<file path="src/rtl/core/hpu_pkg.sv">
package hpu_pkg;

    localparam int DEF_NUM_SECTIONS = 12;
    localparam int DEF_SAMPLE_BITS  = 24;

    // Coefficients are unsigned Q0.18.
    localparam int COEF_FRAC  = 18;
    localparam int COEF_BITS  = 18;
    localparam int COEF_COUNT = 12;

    typedef logic [COEF_BITS-1:0] coef_t;

    typedef enum logic [1:0] {
        ST_IDLE,
        ST_RUN,
        ST_DONE
    } state_t;

    // Sections past the end of the table use a zero coefficient and act as plain delays.
    function automatic coef_t coef_q18(input int idx);
        coef_t c;
        c = '0;
        case (idx)
            0:       c = 18'd9616;
            1:       c = 18'd35795;
            2:       c = 18'd71993;
            3:       c = 18'd110923;
            4:       c = 18'd147089;
            5:       c = 18'd177613;
            6:       c = 18'd201783;
            7:       c = 18'd220172;
            8:       c = 18'd233901;
            9:       c = 18'd244198;
            10:      c = 18'd252207;
            11:      c = 18'd258950;
            default: c = '0;
        endcase
        return c;
    endfunction

endpackage

</file>
<file path="src/rtl/core/halfband_polyphase_upsampler_2x_core.sv">
// Inputs are taken one at a time: in_ready is high only while idle, and for each
// input the state memory is read once per allpass section through one shared multiplier.
// A new input is taken while an earlier result still waits in the output register.
// Reset (rst_n, asynchronous, active low) clears control and marks all section state as zero.
module halfband_polyphase_upsampler_2x_core #(
    parameter int NUM_SECTIONS = hpu_pkg::DEF_NUM_SECTIONS,
    parameter int SAMPLE_BITS  = hpu_pkg::DEF_SAMPLE_BITS
) (
    input  logic                   clk,
    input  logic                   rst_n,
    input  logic [SAMPLE_BITS-1:0] sample_in,
    input  logic                   in_valid,
    output logic                   in_ready,
    output logic [SAMPLE_BITS-1:0] out_first,
    output logic [SAMPLE_BITS-1:0] out_second,
    output logic                   out_valid,
    input  logic                   out_ready
);

    localparam int STB = SAMPLE_BITS + 2;
    localparam int IW  = $clog2(NUM_SECTIONS);

    hpu_pkg::state_t      state_reg;
    hpu_pkg::state_t      state_next;
    logic [IW:0]          rd_cnt_reg;
    logic [IW:0]          rd_cnt_next;
    logic                 s1_vld_reg;
    logic [IW-1:0]        s1_idx_reg;
    logic [STB-1:0]       path0_reg;
    logic [STB-1:0]       path1_reg;
    logic [STB-1:0]       path0_next;
    logic [STB-1:0]       path1_next;
    logic [SAMPLE_BITS-1:0] out_first_reg;
    logic [SAMPLE_BITS-1:0] out_second_reg;
    logic                 out_valid_reg;
    logic                 out_valid_next;

    logic                 in_fire;
    logic                 rd_en;
    logic                 load_out;
    logic [2*STB-1:0]     rdata;
    logic [STB-1:0]       v_s1;
    logic                 res_vld;
    logic [IW-1:0]        res_idx;
    logic [STB-1:0]       res_v;
    logic [STB-1:0]       res_t;
    logic                 last_done;
    logic [SAMPLE_BITS-1:0] sat_first;
    logic [SAMPLE_BITS-1:0] sat_second;

    hpu_state_ram #(
        .DEPTH (NUM_SECTIONS),
        .AW    (IW),
        .WIDTH (2 * STB)
    ) u_state_ram (
        .clk   (clk),
        .rst_n (rst_n),
        .we    (res_vld),
        .waddr (res_idx),
        .wdata ({res_v, res_t}),
        .re    (rd_en),
        .raddr (rd_cnt_reg[IW-1:0]),
        .rdata (rdata)
    );

    // Section i+2 reaches the first stage in the cycle after section i has updated
    // the same path register, so no forwarding is needed.
    assign v_s1 = s1_idx_reg[0] ? path1_reg : path0_reg;

    hpu_allpass_alu #(
        .SAMPLE_BITS (SAMPLE_BITS),
        .IW          (IW)
    ) u_alu (
        .clk         (clk),
        .rst_n       (rst_n),
        .in_vld      (s1_vld_reg),
        .in_idx      (s1_idx_reg),
        .v           (v_s1),
        .last_input  (rdata[2*STB-1:STB]),
        .last_output (rdata[STB-1:0]),
        .res_vld     (res_vld),
        .res_idx     (res_idx),
        .res_v       (res_v),
        .res_t       (res_t)
    );

    assign in_fire   = in_valid && in_ready;
    assign last_done = res_vld && (res_idx == IW'(NUM_SECTIONS - 1));

    always_comb
    begin
        state_next = state_reg;
        unique case (state_reg)
            hpu_pkg::ST_IDLE:
            begin
                if (in_valid)
                begin
                    state_next = hpu_pkg::ST_RUN;
                end
            end
            hpu_pkg::ST_RUN:
            begin
                if (last_done)
                begin
                    state_next = hpu_pkg::ST_DONE;
                end
            end
            hpu_pkg::ST_DONE:
            begin
                if (!out_valid_reg || out_ready)
                begin
                    state_next = hpu_pkg::ST_IDLE;
                end
            end
            default:
            begin
                state_next = hpu_pkg::ST_IDLE;
            end
        endcase
    end

    always_comb
    begin
        in_ready = 1'b0;
        rd_en    = 1'b0;
        load_out = 1'b0;
        unique case (state_reg)
            hpu_pkg::ST_IDLE:
            begin
                in_ready = 1'b1;
            end
            hpu_pkg::ST_RUN:
            begin
                rd_en = (rd_cnt_reg < (IW + 1)'(NUM_SECTIONS));
            end
            hpu_pkg::ST_DONE:
            begin
                load_out = !out_valid_reg || out_ready;
            end
            default:
            begin
                in_ready = 1'b0;
            end
        endcase
    end

    always_comb
    begin
        rd_cnt_next = rd_cnt_reg;
        if (in_fire)
        begin
            rd_cnt_next = '0;
        end
        else if (rd_en)
        begin
            rd_cnt_next = rd_cnt_reg + 1'b1;
        end

        path0_next = path0_reg;
        path1_next = path1_reg;
        if (in_fire)
        begin
            path0_next = {{2{sample_in[SAMPLE_BITS-1]}}, sample_in};
            path1_next = {{2{sample_in[SAMPLE_BITS-1]}}, sample_in};
        end
        else if (res_vld)
        begin
            if (res_idx[0])
            begin
                path1_next = res_t;
            end
            else
            begin
                path0_next = res_t;
            end
        end

        out_valid_next = out_valid_reg;
        if (load_out)
        begin
            out_valid_next = 1'b1;
        end
        else if (out_ready)
        begin
            out_valid_next = 1'b0;
        end
    end

    // Clamp each path to the sample width.
    always_comb
    begin
        if ((&path0_reg[STB-1:SAMPLE_BITS-1]) || !(|path0_reg[STB-1:SAMPLE_BITS-1]))
        begin
            sat_first = path0_reg[SAMPLE_BITS-1:0];
        end
        else
        begin
            sat_first = path0_reg[STB-1] ? {1'b1, {(SAMPLE_BITS-1){1'b0}}}
                                         : {1'b0, {(SAMPLE_BITS-1){1'b1}}};
        end
        if ((&path1_reg[STB-1:SAMPLE_BITS-1]) || !(|path1_reg[STB-1:SAMPLE_BITS-1]))
        begin
            sat_second = path1_reg[SAMPLE_BITS-1:0];
        end
        else
        begin
            sat_second = path1_reg[STB-1] ? {1'b1, {(SAMPLE_BITS-1){1'b0}}}
                                          : {1'b0, {(SAMPLE_BITS-1){1'b1}}};
        end
    end

    always_ff @(posedge clk or negedge rst_n)
    begin
        if (!rst_n)
        begin
            state_reg     <= hpu_pkg::ST_IDLE;
            rd_cnt_reg    <= '0;
            s1_vld_reg    <= 1'b0;
            out_valid_reg <= 1'b0;
        end
        else
        begin
            state_reg     <= state_next;
            rd_cnt_reg    <= rd_cnt_next;
            s1_vld_reg    <= rd_en;
            out_valid_reg <= out_valid_next;
        end
    end

    always_ff @(posedge clk)
    begin
        s1_idx_reg <= rd_cnt_reg[IW-1:0];
        path0_reg  <= path0_next;
        path1_reg  <= path1_next;
        if (load_out)
        begin
            out_first_reg  <= sat_first;
            out_second_reg <= sat_second;
        end
    end

    assign out_first  = out_first_reg;
    assign out_second = out_second_reg;
    assign out_valid  = out_valid_reg;

endmodule

</file>
<file path="src/rtl/core/hpu_state_ram.sv">
module hpu_state_ram #(
    parameter int DEPTH = hpu_pkg::DEF_NUM_SECTIONS,
    parameter int AW    = $clog2(hpu_pkg::DEF_NUM_SECTIONS),
    parameter int WIDTH = 2 * (hpu_pkg::DEF_SAMPLE_BITS + 2)
) (
    input  logic             clk,
    input  logic             rst_n,
    input  logic             we,
    input  logic [AW-1:0]    waddr,
    input  logic [WIDTH-1:0] wdata,
    input  logic             re,
    input  logic [AW-1:0]    raddr,
    output logic [WIDTH-1:0] rdata
);

    logic [WIDTH-1:0] state_mem [DEPTH];
    logic [WIDTH-1:0] rd_data_reg;
    logic [DEPTH-1:0] valid_reg;
    logic             rd_valid_reg;

    always_ff @(posedge clk)
    begin
        if (we)
        begin
            state_mem[waddr] <= wdata;
        end
        if (re)
        begin
            rd_data_reg <= state_mem[raddr];
        end
    end

    // An entry that has never been written since reset reads as zero.
    always_ff @(posedge clk or negedge rst_n)
    begin
        if (!rst_n)
        begin
            valid_reg    <= '0;
            rd_valid_reg <= 1'b0;
        end
        else
        begin
            if (we)
            begin
                valid_reg[waddr] <= 1'b1;
            end
            if (re)
            begin
                rd_valid_reg <= valid_reg[raddr];
            end
        end
    end

    assign rdata = rd_valid_reg ? rd_data_reg : '0;

endmodule

</file>
<file path="src/rtl/core/hpu_allpass_alu.sv">
module hpu_allpass_alu #(
    parameter int SAMPLE_BITS = hpu_pkg::DEF_SAMPLE_BITS,
    parameter int IW          = $clog2(hpu_pkg::DEF_NUM_SECTIONS)
) (
    input  logic                     clk,
    input  logic                     rst_n,
    input  logic                     in_vld,
    input  logic [IW-1:0]            in_idx,
    input  logic [SAMPLE_BITS+1:0]   v,
    input  logic [SAMPLE_BITS+1:0]   last_input,
    input  logic [SAMPLE_BITS+1:0]   last_output,
    output logic                     res_vld,
    output logic [IW-1:0]            res_idx,
    output logic [SAMPLE_BITS+1:0]   res_v,
    output logic [SAMPLE_BITS+1:0]   res_t
);

    localparam int STB  = SAMPLE_BITS + 2;
    localparam int DW   = STB + 1;
    localparam int PW   = DW + hpu_pkg::COEF_BITS + 1;
    localparam int RW   = PW - hpu_pkg::COEF_FRAC;
    localparam int SUMW = RW + 1;

    logic signed [DW-1:0]   diff;
    logic signed [hpu_pkg::COEF_BITS:0] coef_s;
    logic signed [PW-1:0]   prod;
    logic signed [PW-1:0]   prod_reg;
    logic [STB-1:0]         li_reg;
    logic [STB-1:0]         v_reg;
    logic [IW-1:0]          idx_reg;
    logic                   vld_reg;
    logic signed [PW-1:0]   biased;
    logic signed [RW-1:0]   rounded;
    logic signed [SUMW-1:0] sum;
    logic                   ovf;

    // First stage: exact difference and product.
    always_comb
    begin
        diff   = $signed({v[STB-1], v}) - $signed({last_output[STB-1], last_output});
        coef_s = $signed({1'b0, hpu_pkg::coef_q18(int'(in_idx))});
        prod   = diff * coef_s;
    end

    always_ff @(posedge clk)
    begin
        prod_reg <= prod;
        li_reg   <= last_input;
        v_reg    <= v;
        idx_reg  <= in_idx;
    end

    always_ff @(posedge clk or negedge rst_n)
    begin
        if (!rst_n)
        begin
            vld_reg <= 1'b0;
        end
        else
        begin
            vld_reg <= in_vld;
        end
    end

    // Second stage: round to nearest with ties upwards, add, saturate to the state width.
    always_comb
    begin
        biased  = prod_reg + PW'(1 << (hpu_pkg::COEF_FRAC - 1));
        rounded = biased[PW-1:hpu_pkg::COEF_FRAC];
        sum     = {rounded[RW-1], rounded} + SUMW'($signed(li_reg));
        ovf     = !((&sum[SUMW-1:STB-1]) || !(|sum[SUMW-1:STB-1]));
        if (ovf)
        begin
            res_t = sum[SUMW-1] ? {1'b1, {(STB-1){1'b0}}} : {1'b0, {(STB-1){1'b1}}};
        end
        else
        begin
            res_t = sum[STB-1:0];
        end
    end

    assign res_vld = vld_reg;
    assign res_idx = idx_reg;
    assign res_v   = v_reg;

endmodule
</file>
<file path="config.mk">
export PLATFORM = sky130hd
export DESIGN_NAME = halfband_polyphase_upsampler_2x_core
export DESIGN_NICKNAME = d
export VERILOG_FILES = /design/src/rtl/core/hpu_pkg.sv /design/src/rtl/core/halfband_polyphase_upsampler_2x_core.sv /design/src/rtl/core/hpu_state_ram.sv /design/src/rtl/core/hpu_allpass_alu.sv
export SDC_FILE = /design/constraint.sdc
export NUM_CORES = 2
export LEC_CHECK = 0
export BUFFER_PORTS_ARGS = -buffer_cell sky130_fd_sc_hd__buf_4
export CAP_MARGIN = 20
export CORE_MARGIN = 8
export CORE_UTILIZATION = 50
export DETAILED_ROUTE_END_ITERATION = 16
export GPL_TIMING_DRIVEN = 0
export HOLD_SLACK_MARGIN = 0.15
export PLACE_DENSITY = 0.66
export SYNTH_ARGS = -nofsm -noshare
export SYNTH_HDL_FRONTEND = slang
export SYNTH_SLANG_ARGS = --single-unit
</file>
<file path="constraint.sdc">
create_clock -name clk -period 10.84 [get_ports clk]
set_input_delay 1.626 -clock clk [delete_from_list [all_inputs] [get_ports clk]]
set_output_delay 1.626 -clock clk [all_outputs]
set_load 0.01 [all_outputs]
</file>
==> impl_metrics.env <==
export IMPL_status="finished clean"
export IMPL_fillers=8553
export IMPL_dieArea_sq_um=118000
export IMPL_skew_ps=24.3
export IMPL_ant_nets=0
export IMPL_clock_path_buffers=3
export IMPL_start_util=0.502
export IMPL_cts_root_buf="clkbuf_16"
export IMPL_grt_pass1_wl_um=223000
export IMPL_rows=120
export IMPL_synth_nets=4728
export IMPL_tritoncts="built"
export IMPL_viasPerCell=5.81
export IMPL_synth_edff_count=776
export IMPL_num_vias=33600
export IMPL_hp_start="s1_idx_reg[3]"
export IMPL_cpMaxStageDelayCell="fa_1"
export IMPL_synth_area_sq_um=53500
export IMPL_worstPathMaxFanout=10
export IMPL_largest_reg_flops=624
export IMPL_hold_viol=0
export IMPL_die_x_um=343
export IMPL_r2r_end="u_alu.prod_reg[32]"
export IMPL_fmax_mhz=95.3
export IMPL_multi_input_area_sq_um=24800
export IMPL_syn_area_per_cell_sq_um=13.2
export IMPL_regArea_sq_um=26000
export IMPL_crit_arrival_ps=11020
export IMPL_grt_ovfl_total=0
export IMPL_worstReg2RegStart="s1_idx_reg[0]"
export IMPL_reg2regPathDepth=33
export IMPL_io_pins=78
export IMPL_maxSlewViolCount=0
export IMPL_worst_pin_slew_ps=1180
export IMPL_cp_required_ps=11360
export IMPL_hold_path_depth=0
export IMPL_max_stage_delay_ps=550
export IMPL_final_core_util=0.568
export IMPL_end_kind="flip-flop"
export IMPL_hold_class="flip-flop to flip-flop"
export IMPL_grt_usage=0.260
export IMPL_cap_violations=0
export IMPL_post_drt_wl_per_cell_um=26.4
export IMPL_synthArstFlopShare=0.0254
export IMPL_io_buffers=77
export IMPL_gp_routability_congestion=0.951
export IMPL_drc=0
export IMPL_clkLatencyLatePin_ps=660
export IMPL_fp_dieH_um=343
export IMPL_ctsHoldBuffers=0
export IMPL_firstDrtPassIters=6
export IMPL_syn_instance_count=4045
export IMPL_numClockSinks=906
export IMPL_hpwl_um=117000
export IMPL_cts_buffers=86
export IMPL_htreeDepth=3
export IMPL_relSlewSlack=0.215
export IMPL_ys_ff_latch=906
export IMPL_ys_seq_area_frac=0.486
export IMPL_rsz0062_at_grt="no"
export IMPL_min_to="u_alu.res_idx[3]"
export IMPL_first_global_vias=33800
export IMPL_period_needed_ps=10500
export IMPL_drive_gt1_frac=0.135
export IMPL_grt_max_degree=36
export IMPL_core_area_sq_um=107000
export IMPL_yosysUniqueCellTypes=74
export IMPL_areaGrowthSynthToFinish_pct=13.1
export IMPL_totalWireLength_um=152000
export IMPL_start_kind="flip-flop"
export IMPL_finalSetupViolCount=0
export IMPL_cp_common_cell="fa_1"
export IMPL_synth_ff_type="edfxtp_1"
export IMPL_rrSetupSlack_ps=340
export IMPL_fin_nets=4980
export IMPL_clk_pin_slew_worst_paths_ps=70
export IMPL_synth_warnings=0
export IMPL_min_period_over_period=0.968
export IMPL_antenna_found_initial=12
export IMPL_criticalPathCategory="flip-flop to flip-flop"
export IMPL_drtIter0Drc=3545
placed cells by master, fill, tap and decap left out, types with 98 or more instances in the layout:
cell type	netlist	final
inv_1	609	608
ha_1	177	177
buf_4	2	98
mux4_2	159	159
nand2_1	380	380
o21ai_0	113	101
clkbuf_1	137	144
and2_1	254	254
edfxtp_1	776	776
dfxtp_1	107	106
fa_1	478	477
Yosys cell counts (4+ instances only):
master | n | area, sq um
and3_1 | 35 | 219
a211oi_1 | 11 | 82.6
o21ai_1 | 10 | 50.1
inv_1 | 609 | 2290
o21a_1 | 39 | 293
nand4_1 | 9 | 56.3
o31ai_1 | 4 | 30.0
buf_1 | 24 | 90.1
o22ai_1 | 5 | 31.3
a21oi_1 | 101 | 505
ha_1 | 177 | 2210
o21bai_1 | 11 | 82.6
mux2_2 | 27 | 304
o211ai_1 | 8 | 60.1
and4_1 | 7 | 61.3
nand3b_1 | 6 | 45.0
dfxtp_1 | 107 | 2140
mux4_2 | 159 | 3580
fa_1 | 478 | 9570
dfrtp_1 | 23 | 576
nand3_1 | 48 | 240
nor3_1 | 20 | 100
or3_1 | 7 | 43.8
xor2_1 | 28 | 245
o221ai_1 | 4 | 35.0
nor2b_1 | 44 | 275
clkbuf_1 | 137 | 514
o21ai_0 | 113 | 566
buf_2 | 9 | 45.0
or2_2 | 13 | 81.3
o2bb2ai_1 | 5 | 43.8
nand2b_1 | 17 | 106
o221a_2 | 12 | 135
edfxtp_1 | 776 | 23300
a31oi_1 | 13 | 81.3
and2_1 | 254 | 1590
xnor2_1 | 76 | 666
nand2_1 | 380 | 1430
a21o_1 | 49 | 368
mux2i_1 | 60 | 601
nor2_1 | 76 | 285
worst max-delay path by stage:
| stage | startpoint | endpoint | depth (start not counted) |
|---|---|---|---|
| 4_1_cts | u_state_ram.rd_valid_reg | u_alu.prod_reg[45] | 33 |
| 5_1_grt | s1_idx_reg[0] | u_alu.prod_reg[45] | 36 |
| 6_report | s1_idx_reg[0] | u_alu.prod_reg[32] | 33 |
| 3_5_place_dp | s1_idx_reg[0] | u_alu.prod_reg[43] | 35 |
| 2_1_floorplan | s1_idx_reg[0] | u_alu.prod_reg[45] | 35 |
| 3_3_place_gp | s1_idx_reg[0] | u_alu.prod_reg[43] | 33 |
cells by family after synthesis:
logic type,after synthesis,share of synthesized area
AOI/OAI and AO/OA,422,0.0510
buffers and inverters,787,0.0557
adders and majority gates,655,0.220
DFF,906,0.486
and+or+nand+nor,925,0.0860
muxes,246,0.0838
xor gates and xnor gates,104,0.0170
metrics by stage:
step	hold WS, ps	instances	setup WS, ps	area [sq um]	setup TNS (ps)
after floorplan	310	4045	1680	53500	0
after global placement	311	5525	-1640	55900	-23110
after detailed placement	323	5599	-1440	57100	-17910
after CTS	344	5757	17.8	60300	0
after global routing	347	5773	13.7	60500	0
final	336	5779	342	60500	0
worst max-delay path: cells and delay by family, from the launching register on:
kind	cells	cell delay (ps)
fa+ha+maj	8	3750
compound gates	9	2590
buf+inv	8	1220
simple gates	5	1150
xor+xnor	2	690
flops	1	470
mux	1	470
metal layers:
metal / vias up / GRT usage / part of all wire / wire, um
li1: 14300 / - / - / -
met1: 17600 / 0.377 / 0.42 / 63900
met2: 1489 / 0.404 / 0.45 / 69300
met3: 270 / 0.0433 / 0.092 / 14000
met4: 2 / 0.0813 / 0.034 / 5230
met5: - / 0 / 0.000085 / 13
final cells by class:
cell class,count,area share
antenna,7,0.000289
buffer,171,0.0116
clock buffer,117,0.0394
clock inverter,43,0.0110
inverter,612,0.0380
multi-input combinational,2352,0.411
sequential,906,0.430
tap,1403,0.0290
timing repair buffer,168,0.0302
what timing repair did:
item                                    in CTS  in global routing
setup buffers                                2                  6
pin swaps                                    1                  2
resized for setup                           27                 26
endpoints found under the setup margin      26                 17
Power is not shown: default switching activity piles up to over one toggle a cycle in this logic, so the estimate is an artifact.
